[config.mk]
export PLATFORM = sky130hd
export DESIGN_NAME = dct8f_scale
export DESIGN_NICKNAME = d
export VERILOG_FILES = /design/src/design/dct8f_pkg.sv /design/src/design/dct8f_scale.sv
export SDC_FILE = /design/constraint.sdc
export NUM_CORES = 1
export LEC_CHECK = 0
export ABC_CLOCK_PERIOD_IN_PS = 14600
export BUFFER_PORTS_ARGS = -buffer_cell sky130_fd_sc_hd__buf_2
export CAP_MARGIN = 5
export CORE_AREA = 2 2 241 243
export DETAILED_ROUTE_END_ITERATION = 8
export DIE_AREA = 0 0 243 245
export HOLD_SLACK_MARGIN = 0.12
export PLACE_DENSITY = 0.54
export SYNTH_ARGS = -nofsm -noshare
export SYNTH_HDL_FRONTEND = slang
export SYNTH_SLANG_ARGS = --single-unit
[constraint.sdc]
create_clock -name clk -period 14.6 [get_ports clk]
set_input_delay 2.19 -clock clk [delete_from_list [all_inputs] [get_ports clk]]
set_output_delay 2.19 -clock clk [all_outputs]
set_load 0.05 [all_outputs]
[src/design/dct8f_pkg.sv]
// Shared types, constants and cosine weight function for the 8x8 forward DCT
package dct8f_pkg;

    localparam int COEF_FRAC_BITS = 14;

    localparam int SAMPLE_W = 8;
    localparam int ADDR_W   = 6;
    localparam int IDX_W    = 3;
    localparam int STEP_W   = 9;
    localparam int COEF_W   = COEF_FRAC_BITS + 2;
    localparam int ROW_W    = COEF_FRAC_BITS + 12;
    localparam int PROD_W   = ROW_W + COEF_W;
    localparam int ACC_W    = 2 * COEF_FRAC_BITS + 15;
    localparam int MAG_W    = ACC_W - 1;
    localparam int NUM_W    = 6;
    localparam int T_W      = MAG_W + NUM_W - 2 * COEF_FRAC_BITS;
    localparam int W_W      = 15;
    localparam int RECIP_W  = 16;
    localparam int QPROD_W  = W_W + RECIP_W;
    localparam int RES_W    = 11;
    localparam int DRAIN_W  = 4;

    localparam logic [STEP_W-1:0]  LAST_STEP        = '1;
    localparam logic [ADDR_W-1:0]  LAST_FILL        = '1;
    localparam logic [IDX_W-1:0]   LAST_TAP         = '1;
    localparam logic [DRAIN_W-1:0] ROW_DRAIN_CYCLES = 4'd4;
    localparam logic [DRAIN_W-1:0] COL_DRAIN_CYCLES = 4'd12;

    // cos(m*pi/16), m = 0..8, Q30
    localparam logic [30:0] COS_Q30 [9] = '{
        31'd1073741824, 31'd1053110175, 31'd992008094, 31'd892783698, 31'd759250125,
        31'd596538995, 31'd410903207, 31'd209476638, 31'd0
    };

    typedef enum logic [2:0] {
        ST_IDLE,
        ST_ROW,
        ST_ROW_DRAIN,
        ST_COL,
        ST_COL_DRAIN
    } ctrl_state_t;

    typedef enum logic [1:0] {
        SC_DC,
        SC_EDGE,
        SC_AC
    } scale_class_t;

    typedef struct packed {
        logic              we;
        logic [ADDR_W-1:0] addr;
    } sample_wr_t;

    typedef struct packed {
        logic              valid;
        logic              col_pass;
        logic              first;
        logic              last;
        logic [ADDR_W-1:0] rd_addr;
        logic [IDX_W-1:0]  cos_k;
        logic [IDX_W-1:0]  cos_n;
        logic [ADDR_W-1:0] position;
    } mac_issue_t;

    typedef struct packed {
        logic                    valid;
        logic signed [ACC_W-1:0] sum;
        logic [ADDR_W-1:0]       position;
    } col_result_t;

    // c[k][n] = round(cos((2n+1)k*pi/16) * 2^COEF_FRAC_BITS), half away from zero
    function automatic logic signed [COEF_W-1:0] cos_weight(
        input logic [IDX_W-1:0] k,
        input logic [IDX_W-1:0] n
    );
        logic [6:0]        angle;
        logic [4:0]        m;
        logic [5:0]        diff;
        logic [3:0]        base;
        logic              neg;
        logic [30:0]       rounded;
        logic [30:0]       shifted;
        logic [COEF_W-1:0] mag;
        angle = 7'({n, 1'b1}) * 7'(k);
        m     = angle[4:0];
        diff  = '0;
        if (m <= 5'd8)
        begin
            base = m[3:0];
            neg  = 1'b0;
        end
        else if (m <= 5'd16)
        begin
            diff = 6'd16 - 6'(m);
            base = diff[3:0];
            neg  = 1'b1;
        end
        else if (m <= 5'd24)
        begin
            diff = 6'(m) - 6'd16;
            base = diff[3:0];
            neg  = 1'b1;
        end
        else
        begin
            diff = 6'd32 - 6'(m);
            base = diff[3:0];
            neg  = 1'b0;
        end
        rounded = COS_Q30[base] + (31'd1 << (29 - COEF_FRAC_BITS));
        shifted = rounded >> (30 - COEF_FRAC_BITS);
        mag     = shifted[COEF_W-1:0];
        return neg ? -$signed(mag) : $signed(mag);
    endfunction

endpackage

[src/design/dct8f_scale.sv]
// Scaling, truncating division by constant and saturation of column sums
module dct8f_scale
    import dct8f_pkg::*;
(
    input  logic                     clk,
    input  logic                     rst_n,
    input  col_result_t              col_res,
    output logic                     strobe,
    output logic signed [RES_W-1:0]  coefficient,
    output logic [ADDR_W-1:0]        position,
    output logic                     last_of_block
);

    scale_class_t      cls_next;
    logic [MAG_W-1:0]  mag_next;
    logic signed [ACC_W-1:0] neg_sum;

    logic              s1_valid_reg, s1_neg_reg;
    scale_class_t      s1_cls_reg;
    logic [ADDR_W-1:0] s1_pos_reg;
    logic [MAG_W-1:0]  s1_mag_reg;

    logic [NUM_W-1:0]       num;
    logic [MAG_W+NUM_W-1:0] scaled;
    logic                   s2_valid_reg, s2_neg_reg;
    scale_class_t           s2_cls_reg;
    logic [ADDR_W-1:0]      s2_pos_reg;
    logic [T_W-1:0]         s2_t_reg;

    logic [T_W-1:0]    shifted, limit;
    logic [W_W-1:0]    w_next;
    logic              s3_valid_reg, s3_neg_reg;
    scale_class_t      s3_cls_reg;
    logic [ADDR_W-1:0] s3_pos_reg;
    logic [W_W-1:0]    s3_w_reg;

    logic [RECIP_W-1:0] recip;
    logic              s4_valid_reg, s4_neg_reg;
    scale_class_t      s4_cls_reg;
    logic [ADDR_W-1:0] s4_pos_reg;
    logic [QPROD_W-1:0] s4_prod_reg;

    logic [QPROD_W-1:0]      quot_full;
    logic [RES_W-1:0]        quot;
    logic signed [RES_W-1:0] coef_next;

    logic                    strobe_reg;
    logic signed [RES_W-1:0] coefficient_reg;
    logic [ADDR_W-1:0]       position_reg;
    logic                    last_reg;

    // weights aU*aV/40000: 49/400 at DC, 7/40 on the first row or column, 1/4 elsewhere
    always_comb
    begin
        priority if (col_res.position == '0)
            cls_next = SC_DC;
        else if (col_res.position[5:3] == '0 || col_res.position[2:0] == '0)
            cls_next = SC_EDGE;
        else
            cls_next = SC_AC;
    end

    assign neg_sum  = -col_res.sum;
    assign mag_next = col_res.sum[ACC_W-1] ? neg_sum[MAG_W-1:0] : col_res.sum[MAG_W-1:0];

    always_comb
    begin
        unique case (s1_cls_reg)
            SC_DC:   num = 6'd49;
            SC_EDGE: num = 6'd7;
            SC_AC:   num = 6'd1;
            default: num = 6'd1;
        endcase
    end

    assign scaled = s1_mag_reg * (MAG_W + NUM_W)'(num);

    // den = 400 = 16*25, 40 = 8*5, 4 = 4*1: shift first, then divide by 25, 5 or 1
    always_comb
    begin
        unique case (s2_cls_reg)
            SC_DC:
            begin
                shifted = s2_t_reg >> 4;
                limit   = T_W'(25625);
            end
            SC_EDGE:
            begin
                shifted = s2_t_reg >> 3;
                limit   = T_W'(5125);
            end
            SC_AC:
            begin
                shifted = s2_t_reg >> 2;
                limit   = T_W'(1025);
            end
            default:
            begin
                shifted = s2_t_reg >> 2;
                limit   = T_W'(1025);
            end
        endcase
    end

    // anything at or beyond 1025 quotients saturates either way
    assign w_next = (shifted >= limit) ? limit[W_W-1:0] : shifted[W_W-1:0];

    always_comb
    begin
        unique case (s3_cls_reg)
            SC_DC:   recip = 16'd41944;
            SC_EDGE: recip = 16'd52429;
            SC_AC:   recip = 16'd1;
            default: recip = 16'd1;
        endcase
    end

    always_comb
    begin
        unique case (s4_cls_reg)
            SC_DC:   quot_full = s4_prod_reg >> 20;
            SC_EDGE: quot_full = s4_prod_reg >> 18;
            SC_AC:   quot_full = s4_prod_reg;
            default: quot_full = s4_prod_reg;
        endcase
        quot = quot_full[RES_W-1:0];
        if (s4_neg_reg)
            coef_next = (quot > 11'd1024) ? -11'sd1024 : -$signed(quot);
        else
            coef_next = (quot > 11'd1023) ? 11'sd1023 : $signed(quot);
    end

    always_ff @(posedge clk or negedge rst_n)
    begin
        if (!rst_n)
        begin
            s1_valid_reg <= 1'b0;
            s2_valid_reg <= 1'b0;
            s3_valid_reg <= 1'b0;
            s4_valid_reg <= 1'b0;
            strobe_reg   <= 1'b0;
        end
        else
        begin
            s1_valid_reg <= col_res.valid;
            s2_valid_reg <= s1_valid_reg;
            s3_valid_reg <= s2_valid_reg;
            s4_valid_reg <= s3_valid_reg;
            strobe_reg   <= s4_valid_reg;
        end
    end

    always_ff @(posedge clk)
    begin
        s1_neg_reg      <= col_res.sum[ACC_W-1];
        s1_cls_reg      <= cls_next;
        s1_pos_reg      <= col_res.position;
        s1_mag_reg      <= mag_next;

        s2_neg_reg      <= s1_neg_reg;
        s2_cls_reg      <= s1_cls_reg;
        s2_pos_reg      <= s1_pos_reg;
        s2_t_reg        <= scaled[MAG_W+NUM_W-1:2*COEF_FRAC_BITS];

        s3_neg_reg      <= s2_neg_reg;
        s3_cls_reg      <= s2_cls_reg;
        s3_pos_reg      <= s2_pos_reg;
        s3_w_reg        <= w_next;

        s4_neg_reg      <= s3_neg_reg;
        s4_cls_reg      <= s3_cls_reg;
        s4_pos_reg      <= s3_pos_reg;
        s4_prod_reg     <= QPROD_W'(s3_w_reg) * QPROD_W'(recip);

        coefficient_reg <= coef_next;
        position_reg    <= s4_pos_reg;
        last_reg        <= s4_valid_reg && (s4_pos_reg == LAST_FILL);
    end

    assign strobe        = strobe_reg;
    assign coefficient   = coefficient_reg;
    assign position      = position_reg;
    assign last_of_block = last_reg;

endmodule

======== Word level (Yosys, flattened, before mapping) ========
Index checks and enable logic that the tools add are counted.
cells by class
  add/subtract/negate cells ............... 2
  $mul .................................... 2
  order comparisons ....................... 3
  eq/ne operators ......................... 5
  multiplexer cells ....................... 11
  reduce and logical (&&, ||, !) cells .... 9
operators with widths
  operator              number
  $mul 42x6->48         1
  $mux 42               1
  $neg 42->42           1
  $pmux 18 s2           1
  $mux 11               3
  $pmux 16 s2           1
  $mul 15x16->31        1
  $pmux 15 s2           1
  $pmux 11 s2           1
  $ge 20x20->1          1
  $mux 15               1
  $pmux 6 s2            1
  $gt 11x10->1 const B  1
  $gt 11x11->1 const B  1
  $neg 11->11           1
  $eq 2x1->1 const B    4
  $logic_not 2->1       4
  $eq 6x6->1 const B    1
  $logic_not 3->1       2
  $logic_not 6->1       1
  $mux 2                1
  $logic_and 1x1->1     1
  $logic_or 1x1->1      1
word-level totals
  flip-flop bits (word level) ............. 167
  bits of input ports ..................... 52
  output and inout port bits .............. 19

======== Depth between registers and ports, before layout ========
Gate-level depths: netlist of the first run.
  depth in word-level cells ............... 5
  depth in mapped cells ................... 26
  gate-level depth less buffers ........... 25

======== Worst setup path after synthesis of the first run ========
Ideal clock, no wire load.
  path type ............................... register -> register
  from .................................... register s3_cls_reg[1]
  to ...................................... register s4_prod_reg[29]
  setup time .............................. 95 ps
  arrival time ............................ 6,261 ps
  data required time ...................... 14,505 ps
  setup slack ............................. 8,243 ps
  cell stages (with the launch flop) ...... 25
  path buffers ............................ 2
  period minus slack after synthesis ...... 6,357 ps
  cell sequence ........................... dfxtp_1 > clkbuf_1 > clkbuf_1 > nand2b_1 > inv_1 > and2_1 > fa_1 > inv_1 > fa_1 > inv_1 > fa_1 > fa_1 > fa_1 > inv_1 > fa_1 > inv_1 > ha_1 > nand2_1 > nor2_1 > a2111oi_0 > a31oi_1 > o211ai_1 > a21oi_1 > o31a_1 > o311ai_1
on the way
  word-level cells in the longest chain between the ends .. 3
  elaborated cells on any way between the ends .. 4
  those cells by class .................... mul: 1; eq/ne: 1; mux: 1; reduce/logical: 1
RTL lines
  item                                                  line                RTL
  from (decl)                                           dct8f_scale.sv:33   scale_class_t s3_cls_reg;
  from (signal assigned)                                dct8f_scale.sv:166  s3_cls_reg <= s2_cls_reg;
  $eq 2x1->1 / $logic_not 2->1 (equally long branches)  dct8f_scale.sv:110  unique case (s3_cls_reg)
  $pmux 16 s2 (*)                                       dct8f_scale.sv:110
  $mul 15x16->31 (*)                                    dct8f_scale.sv:173  s4_prod_reg <= QPROD_W'(s3_w_reg) * QPROD_W'(recip);
  to (signal assigned)                                  dct8f_scale.sv:173
  to (decl)                                             dct8f_scale.sv:41   logic [QPROD_W-1:0] s4_prod_reg;
Every way passes the cells marked *; elsewhere a longest branch is shown, timed or not.
A chain may end at the register's enable or synchronous reset.

======== Worst setup path after layout of the first run ========
Same ends and word-level chain as after synthesis.

==> results.py, run 1 <==
metrics = {
    "synth": {
        "synth-seq-area-share": 0.1884,
        "ys_ff_latch": 158,
        "netlist_instances": 1671,
        "yosys_warnings": 0,
        "synth_common_cells": "258 x inv_1, 247 x fa_1, 237 x ha_1",
        "synthTopCellsByArea": "fa_1 29%, dfxtp_1 18%, ha_1 18%, inv_1 5.7%, and2_1 3.3%",
        "synth_edf_count": 0,
        "synthSimpleGateAreaFrac": 0.1240,
        "synth.distinct_cells": 70,
        "synth.avg_cell_area_um2": 10.13,
        "synth-main-ff-cell": "dfxtp_1",
        "synth_nets": 2207,
        "async_flop_share": 0.03165,
        "synth_top_area_share": 0.2922,
        "synth_top_family_by_area": "adder cells",
        "synth_top_area_cell": "fa_1",
        "synth_area_um2": 16920,
        "synth-xor-area-share": 0.03933,
        "synth_compound_area_frac": 0.09699,
        "synthAdderAreaFrac": 0.4674,
        "yosysMostFrequentCell": "inv_1",
        "muxShareOfSynthArea": 0.01959,
    },
    "pwr": {
        "irDropWorstVdd_mv": 0.1048,
        "powerDensity_nw_per_um2": 129.5,
        "p_leak_nw": 9.621,
    },
    "die": {
        "core.rowCount": 88,
        "die-area_um2": 59540,
        "fp.dieW_um": 243,
        "die_h_um": 245,
        "start_util": 0.2967,
        "ios": 71,
        "coreArea_um2": 57030,
    },
    "global_routing": {
        "grtUsageMet2": 0.2192,
        "overflow": 0,
        "grt_max_degree": 44,
        "grtUsageTotal": 0.1275,
        "met3_usage": 0.02187,
        "grt_use_met1": 0.1605,
        "antenna_found_initial": 0,
        "busiest_layer": "met2",
        "grt_pass1_wl_um": 60550,
        "grt_pass1_vias": 12080,
    },
    "final_layout": {
        "area_growth_pct": 10.93,
        "utilization": 0.3292,
        "antenna_cells": 0,
        "largest_reg_flops": 42,
        "final_nets": 2270,
        "final_layout_size_suffix_gt1_frac": 0.08014,
    },
    "sta": {
        "tightest_slew_ns": 1.020,
        "timing.setup.tns_ns": 0,
        "hold_ws_ns": 0.3269,
        "fmax_mhz": 140.6,
        "setup_viol": 0,
        "maxSlewHeadroom": 0.3199,
        "rsz0062_at_grt": "false",
        "hold_viol": 0,
        "finalMaxSlewViolations": 0,
        "period_needed_ns": 7.111,
        "period_share": 0.4870,
        "skew_ns": 0.01134,
    },
    "setup_path": {
        "path_max_fanout": 20,
        "critPathKind": "register to register",
        "arrival_ns": 7.49,
        "worstPathRequired_ns": 14.98,
        "start_kind": "register",
        "reg2reg_depth": 23,
        "cp-end-kind": "register",
    },
    "status": {
        "status": "complete, no violations",
    },
    "routing": {
        "ant_nets": 0,
        "via_count": 11350,
        "dr.pass1.iters": 5,
        "wirelength_um": 35930,
        "viasPerCell": 4.517,
        "drcViolationCount": 0,
        "routedWlPerCell_um": 14.30,
        "first_iter_violations": 495,
    },
    "cts": {
        "root_buffer": "clkbuf_16",
        "ctsResizeCount": 0,
        "cts_tree": "yes",
        "path_clk_slew_ns": 0.07,
        "postCtsSetupRepairBufs": 0,
        "cts.hold.buffers_added": 0,
        "cts_buffers": 17,
        "cts_sinks": 158,
        "clockBufferDepth": 2,
        "htree_levels": 4,
        "clk_latency_ns": 0.48,
    },
    "min_path": {
        "min_path_type": "register to register",
        "hold_depth": 0,
    },
    "placement": {
        "place_congestion": 0.8670,
        "hpwl_um": 31240,
        "io_buffers": 70,
    },
    "run": {
        "max_cap_viol_count": 0,
    },
}
## layout make-up
class                      count  area, µm²
fill                        5954      38260
clock inverter                15      193.9
inverter                     258      968.4
timing repair buffer          75      387.9
tap                          765      957.2
sequential                   158       3188
multi-input combinational   1224      12650
clock buffer                  17      425.4
## where the power goes
part | internal [W] | total [W] | leakage (nW) | switching [W]
combinational | 0.000557 | 0.00135 | 7.98 | 0.000791
clock | 0.000260 | 0.000469 | 0.302 | 0.000209
sequential | 0.000537 | 0.000613 | 1.34 | 0.0000764
## worst max-delay path, cell delays in order (launching register included)
cell and delay (ns):
dfxtp_1 0.83, nand2b_1 0.28, inv_1 0.09, and2_1 0.19, o21ai_0 0.28, inv_1 0.08, ha_1 0.19, or2_2 0.32
fa_1 0.56, fa_1 0.44, fa_1 0.52, fa_1 0.54, inv_1 0.05, fa_1 0.52, inv_1 0.04, ha_1 0.35
a21oi_1 0.16, o21ai_1 0.10, a2111oi_0 0.29, a31oi_1 0.19, o211ai_1 0.24, a21oi_1 0.15, o31a_1 0.28, o311ai_1 0.27
## metal layers
| metal | share of wire | vias up |
|---|---|---|
| li1 | - | 5656 |
| met1 | 0.47 | 5486 |
| met2 | 0.48 | 164 |
| met3 | 0.028 | 41 |
| met4 | 0.021 | 0 |
| met5 | 0 | - |
## logic make-up (layout without fill, tap and decap cells)
group                      after synthesis  after routing
DFF                                    158            158
AOI/OAI and AO/OA                      245            245
and+or+nand+nor                        387            387
muxes                                   32             32
buffers and inverters                  289            365
adders and majority gates              484            484
xor gates and xnor gates                76             76
## final timing paths
| check | from | endpoint | slack [ns] |
|---|---|---|---|
| setup / recovery | s3_cls_reg[1] | s4_prod_reg[29] | 7.49 |
| hold / removal | s1_pos_reg[5] | s2_pos_reg[5] | 0.33 |
| setup reg to reg | s3_cls_reg[1] | s4_prod_reg[29] | 7.49 |
| hold reg to reg | s1_pos_reg[5] | s2_pos_reg[5] | 0.33 |
| max in group asynchronous | rst_n | s4_valid_reg | 12.97 |
| min in group asynchronous | rst_n | s1_valid_reg | 1.51 |
## stage by stage
step / setup slack, ns / cells / area, µm² / power, W
final: 7.489 / 2512 / 18770 / 0.002431
after global routing: 6.874 / 2512 / 18770 / 0.002686
after CTS: 7.454 / 2512 / 18770 / 0.002475
after detailed placement: 7.459 / 2480 / 18150 / 0.001979
after global placement: 7.543 / 2480 / 18150 / 0.001967
after floorplan: 8.243 / 1671 / 16930 / 0.001646
## placed cells by master, fill, tap and decap left out, types with 11 or more instances in the layout
master,count
a21oi_1,60
nand2b_1,25
nand2_1,81
a211oi_1,11
o21a_1,16
o21ai_1,12
nor2_1,57
mux2i_1,23
buf_2,70
clkbuf_16,17
nand4_1,12
nor3_1,18
fa_1,247
xor2_1,16
xnor2_1,60
a21o_1,20
nor2b_1,38
o21ai_0,50
nand3_1,22
ha_1,237
dfxtp_1,153
and2_1,90
inv_1,258
No activity file was read; power rests on OpenSTA's default activity.
==> run 2, diff against run 1 <==
- ABC_AREA: not set -> 1
- ABC_CLOCK_PERIOD_IN_PS: 14600 -> 6150
- CORE_AREA: 2 2 241 243 -> 2 2 254 256
- DIE_AREA: 0 0 243 245 -> 0 0 256 258
- PLACE_DENSITY: 0.54 -> 0.56
- clock period: 14.6 -> 6.15 ns (I/O delays scaled with it)
==> run 2 against run 1 <==
Effect of this change:
- cell area grew 12%
- register-to-register slack worse by 7.2 ns
- synthesized cell count grew 41%
- clock skew grew 0.0065 ns
- sequential share of layout area shrank 1.8 points
- sequential power up 120%
- clock power grew to 2.7 times the previous value
- largest power group unchanged
==> results.py, run 2 <==
metrics = {
    "setup_path": {
        "max_stage_delay_ns": 0.55,
        "cp.depth": 23,
        "critPathBufInv": 7,
        "arrival_ns": 6.27,
        "path_max_fanout": 12,
        "path_cells": "inv_1 > nor2_1 > clkinvlp_4 > buf_12 > nor2_1 > inv_1 > fa_1 > fa_1 > inv_1 > fa_1 > fa_1 > fa_1 > inv_1 > fa_1 > inv_1 > ha_1 > nand2_1 > nor3_1 > nand4_1 > nand3_1 > nand3_1 > nand2_1 > xor2_1",
        "reg2reg_depth": 23,
        "worstPathRequired_ns": 6.53,
        "cp-end-kind": "register",
        "start_kind": "register",
        "slowest_stage": "fa_1",
        "crit_top_cell": "fa_1",
        "critPathKind": "register to register",
        "critPathTopFamily": "adder cells",
    },
    "routing": {
        "ant_nets": 0,
        "routedWlPerCell_um": 14.31,
        "first_iter_violations": 703,
        "drcViolationCount": 0,
        "viasPerCell": 4.484,
        "wirelength_um": 47480,
        "via_count": 14880,
        "dr.pass1.iters": 5,
    },
    "min_path": {
        "min_path_type": "primary input to asynchronous set/reset pin",
    },
    "sta": {
        "setup_viol": 0,
        "period_share": 0.9577,
        "period_needed_ns": 5.890,
        "maxSlewHeadroom": 0.5292,
        "tightest_slew_ns": 0.7052,
        "rsz0062_at_grt": "true",
        "fmax_mhz": 169.8,
        "hold_ws_ns": 0.2688,
        "hold_viol": 0,
        "timing.setup.tns_ns": 0,
        "skew_ns": 0.01780,
        "finalMaxSlewViolations": 0,
    },
    "final_layout": {
        "fillers": 6853,
        "seq_area_um2": 3188,
        "layout_common_cells": "491 x inv_1, 365 x nand2_1, 325 x nor2_1, 247 x fa_1, 237 x ha_1",
        "final_common_cell": "inv_1",
        "layout.cells.non_filler": 3317,
        "final_layout_size_suffix_gt1_frac": 0.07149,
        "utilization": 0.3298,
        "antenna_cells": 0,
        "largest_reg_flops": 42,
        "final_nets": 2985,
        "area_growth_pct": 11.69,
        "multi_input_area_um2": 13660,
    },
    "synth": {
        "synth-main-ff-cell": "dfxtp_1",
        "synth_common_cells": "493 x inv_1, 365 x nand2_1, 336 x nor2_1",
        "synth-seq-area-share": 0.1697,
        "yosysMostFrequentCell": "inv_1",
        "netlist_instances": 2364,
        "synth_compound_area_frac": 0.06984,
        "synth_nets": 2900,
        "yosys_warnings": 0,
        "async_flop_share": 0.03165,
        "synth.distinct_cells": 52,
        "synth_top_family_by_area": "adder cells",
        "synth_top_area_share": 0.2631,
        "synth-xor-area-share": 0.03076,
        "synthAdderAreaFrac": 0.4209,
        "synthTopCellsByArea": "fa_1 26%, dfxtp_1 16%, ha_1 16%, inv_1 9.8%, nand2_1 7.3%",
        "synthSimpleGateAreaFrac": 0.2033,
        "ys_ff_latch": 158,
        "synth_area_um2": 18790,
        "synth.avg_cell_area_um2": 7.949,
        "synth_edf_count": 0,
        "synth_top_area_cell": "fa_1",
        "muxShareOfSynthArea": 0,
    },
    "die": {
        "start_util": 0.2952,
        "die-area_um2": 66050,
        "ios": 71,
        "core.rowCount": 93,
        "die_h_um": 258,
        "fp.dieW_um": 256,
        "coreArea_um2": 63650,
    },
    "pwr": {
        "p_int_w": 0.003158,
        "netSwitchingFraction": 0.4575,
        "clkPwrFrac": 0.217,
        "pwr-share-seq": 0.234,
        "total_power_w": 0.005822,
        "p_leak_nw": 11.37,
        "powerDensity_nw_per_um2": 277.4,
        "p_sw_w": 0.002664,
        "combPwrFrac": 0.549,
        "irDropWorstVdd_mv": 0.1695,
    },
    "cts": {
        "cts_tree": "yes",
        "path_clk_slew_ns": 0.07,
        "clk_latency_ns": 0.46,
        "cts.hold.buffers_added": 0,
        "root_buffer": "clkbuf_16",
        "cts_buffers": 17,
        "htree_levels": 4,
        "cts_sinks": 158,
        "clockBufferDepth": 2,
    },
    "placement": {
        "io_buffers": 70,
        "hpwl_um": 41970,
        "dp_cells": 3277,
        "place_congestion": 0.9212,
    },
    "global_routing": {
        "grtUsageTotal": 0.1471,
        "grt_pass1_wl_um": 77340,
        "overflow": 0,
        "grt_pass1_vias": 15340,
        "grt_max_degree": 43,
        "antenna_found_initial": 1,
    },
    "run": {
        "max_cap_viol_count": 0,
    },
    "status": {
        "status": "complete, no violations",
    },
}
## run 2: cell types whose count changed after synthesis, sizes merged, moves of 25 or more
cell,delta
nand2,+293
nand2b,-25
nand3,+66
nor2b,-39
xor2,+42
nor2,+286
inv,+238
a21oi,+44
and2,-88
xnor2,-52
## run 2: power by group through the flow
stage / Clock, W / Combinational (W) / Sequential [W]
4_1_cts: 0.00129 / 0.00322 / 0.00137
5_1_grt: 0.00134 / 0.00369 / 0.00139
3_3_place_gp: 0 / 0.00320 / 0.00139
2_1_floorplan: 0 / 0.00231 / 0.00145
3_5_place_dp: 0 / 0.00319 / 0.00139
6_report: 0.00126 / 0.00320 / 0.00136
## run 2: through the flow
| stage | cell area, µm² | setup WS [ns] |
|---|---|---|
| after floorplan | 18790 | 0.2754 |
| after global placement | 20180 | 0.3132 |
| after detailed placement | 20180 | 0.2226 |
| after CTS | 20860 | 0.1990 |
| after global routing | 20990 | -0.09557 |
| final | 20990 | 0.2602 |
## run 2: layer usage
metal | vias to the layer above | track usage | wire [µm]
met5 | - | 0 | 0
met4 | 0 | 0.05149 | 1369
met3 | 69 | 0.02503 | 1870
li1 | 7515 | - | -
met1 | 7030 | 0.1813 | 21260
met2 | 261 | 0.2588 | 22970
## run 2: area by class of cell
class / count / area share
clock buffer: 19 / 0.02063
tap: 855 / 0.05097
inverter: 498 / 0.08942
sequential: 158 / 0.1519
multi-input combinational: 1685 / 0.6506
clock inverter: 13 / 0.01180
timing repair buffer: 89 / 0.02468
## run 2: repair_timing
action | 4_1_cts | 5_1_grt
endpoints found under the setup margin | 0 | 10
resized for setup | 0 | 16
setup buffers | 0 | 8
## run 2: cells by family after synthesis
kind of cell / after synthesis
fa+ha+maj: 484
compound gates: 235
simple gates: 900
buf+inv: 521
flops: 158
xor+xnor: 66
## run 2: worst paths after layout
| kind | startpoint | endpoint | slack [ns] |
|---|---|---|---|
| worst min register to register | s1_pos_reg[4] | s2_pos_reg[4] | 0.33 |
| worst max-delay path | s3_cls_reg[0] | s4_prod_reg[29] | 0.26 |
| worst min-delay path | rst_n | s1_valid_reg | 0.27 |
| worst max register to register | s3_cls_reg[0] | s4_prod_reg[29] | 0.26 |
| min in group clk | s1_pos_reg[4] | s2_pos_reg[4] | 0.33 |
| max in group asynchronous | rst_n | strobe | 5.75 |
==> run 3, diff against run 2 <==
- PLACE_DENSITY: 0.56 -> not set
==> run 3 against run 2 <==
Effect of this change:
- clock power fell by 13%
- cell count hardly changed
- critical path type unchanged
- first-iteration DRC count is 0.28% lower
- non-clock buffer count down 1
- clock-buffer cell count increased by 1
- critical path depth unchanged
- routed wire length is 1.7% lower
- largest cell class unchanged
- die area stayed put
==> results.py, run 3 (synthesis results as in run 2) <==
metrics = {
    "status": {
        "status": "complete, no violations",
    },
    "placement": {
        "hpwl_um": 41130,
        "io_buffers": 70,
        "pre_cts_slack_ns": 0.2384,
        "place_congestion": 0.9098,
        "dp_cells": 3283,
    },
    "min_path": {
        "min_path_type": "primary input to asynchronous set/reset pin",
    },
    "sta": {
        "setup_viol": 0,
        "skew_ns": 0.01239,
        "hold_ws_ns": 0.2673,
        "finalMaxSlewViolations": 0,
        "setup_ws_ns": 0.3286,
        "tightest_slew_ns": 0.6187,
        "hold_viol": 0,
        "period_needed_ns": 5.821,
        "fmax_mhz": 171.8,
        "maxSlewHeadroom": 0.5869,
        "period_share": 0.9466,
    },
    "final_layout": {
        "final_nets": 2984,
        "layout.cells.non_filler": 3316,
        "layout_common_cells": "491 x inv_1, 365 x nand2_1, 328 x nor2_1, 247 x fa_1, 237 x ha_1",
        "area_growth_pct": 11.03,
        "antenna_cells": 0,
        "largest_reg_flops": 42,
        "final_layout_size_suffix_gt1_frac": 0.06989,
        "final_common_cell": "inv_1",
    },
    "setup_path": {
        "worstPathRequired_ns": 6.50,
        "crit_start": "s3_cls_reg[0]",
        "reg2reg_from": "s3_cls_reg[0]",
        "path_max_fanout": 15,
        "cp-end-kind": "register",
        "reg2reg_depth": 23,
        "critPathKind": "register to register",
        "arrival_ns": 6.17,
        "r2r_slack_ns": 0.33,
        "start_kind": "register",
        "crit_end": "s4_prod_reg[22]",
        "worstReg2RegEnd": "s4_prod_reg[22]",
    },
    "global_routing": {
        "grtUsageTotal": 0.1463,
        "antenna_found_initial": 0,
        "overflow": 0,
        "grt_pass1_wl_um": 77370,
        "grt_pass1_vias": 15600,
        "grt_max_degree": 43,
    },
    "die": {
        "coreArea_um2": 63650,
        "core.rowCount": 93,
        "die_h_um": 258,
        "ios": 71,
        "die-area_um2": 66050,
        "fp.dieW_um": 256,
        "start_util": 0.2952,
    },
    "pwr": {
        "powerDensity_nw_per_um2": 270.6,
        "p_leak_nw": 11.31,
        "netSwitchingFraction": 0.4690,
        "combPwrFrac": 0.565,
        "p_int_w": 0.002999,
        "p_sw_w": 0.002648,
        "irDropWorstVdd_mv": 0.1864,
        "pwr-share-seq": 0.241,
        "clkPwrFrac": 0.194,
    },
    "cts": {
        "cts_tree": "yes",
        "clockBufferDepth": 2,
        "htree_levels": 4,
        "cts_buffers": 17,
        "root_buffer": "clkbuf_16",
        "clk_latency_ns": 0.47,
        "cts.hold.buffers_added": 0,
        "path_clk_slew_ns": 0.07,
        "cts_sinks": 158,
    },
    "routing": {
        "drcViolationCount": 0,
        "via_count": 14840,
        "viasPerCell": 4.475,
        "routedWlPerCell_um": 14.07,
        "first_iter_violations": 701,
        "dr.pass1.iters": 5,
        "wirelength_um": 46650,
        "ant_nets": 0,
    },
    "run": {
        "max_cap_viol_count": 0,
    },
}
run 3: metrics by stage:
step	power (W)	util	TNS, ns	instance area (µm²)
finish	0.005647	0.3278	0	20870
global route	0.006249	0.3278	-0.03290	20870
CTS	0.005714	0.3269	0	20810
detailed placement	0.004580	0.3178	0	20230
global placement	0.004567	0.3178	0	20230
floorplan	0.003754	-	0	18790
run 3: worst min-delay path by stage:
stage	end	from	slack, ns	cells past startpoint
3_3_place_gp	s2_pos_reg[0]	s1_pos_reg[0]	0.31	0
3_5_place_dp	s4_pos_reg[2]	s3_pos_reg[2]	0.31	0
6_report	s1_valid_reg	rst_n	0.27	1
2_1_floorplan	s2_neg_reg	s1_neg_reg	0.31	0
4_1_cts	s1_valid_reg	rst_n	0.24	1
5_1_grt	s1_valid_reg	rst_n	0.24	1
run 3: per-layer routing:
layer	vias to the layer above	track usage	routed length, µm	share of wire
met5	-	0	0	0
met4	0	0.05052	1241	0.027
met3	66	0.02316	1511	0.032
met2	243	0.2603	22900	0.49
met1	7015	0.1795	21000	0.45
li1	7515	-	-	-
run 3: critical path: stages, from the launching register on:
cell        delay [ns]
dfxtp_1           0.37
inv_1             0.05
nor2_1            0.17
clkinvlp_4        0.15
buf_12            0.17
nor2_2            0.15
inv_1             0.11
fa_1              0.49
fa_1              0.54
inv_1             0.05
fa_1              0.52
fa_1              0.44
fa_1              0.54
inv_1             0.05
fa_1              0.52
inv_1             0.04
ha_1              0.35
nand2_1           0.14
o21ai_0           0.29
nand2_1           0.09
nand2_1           0.08
o21bai_1          0.15
a21oi_1           0.12
xnor2_1           0.13
run 3: final cells by class:
class | instances | area, µm²
fill | 6777 | 42780
multi-input combinational | 1685 | 13650
timing repair buffer | 88 | 498.0
clock buffer | 20 | 446.7
sequential | 158 | 3188
tap | 855 | 1070
clock inverter | 12 | 136.4
inverter | 498 | 1873
run 3: repair_timing:
action / in CTS / in global routing
buffers inserted: 0 / 1
endpoints found under the setup margin: 0 / 8
gates resized for setup: 0 / 13
run 3: power groups by stage:
stage | logic (W) | clock network, W | registers (W)
floorplan | 0.00231 | 0 | 0.00145
global route | 0.00370 | 0.00117 | 0.00138
global placement | 0.00319 | 0 | 0.00138
finish | 0.00319 | 0.00109 | 0.00136
detailed placement | 0.00320 | 0 | 0.00138
CTS | 0.00322 | 0.00113 | 0.00136
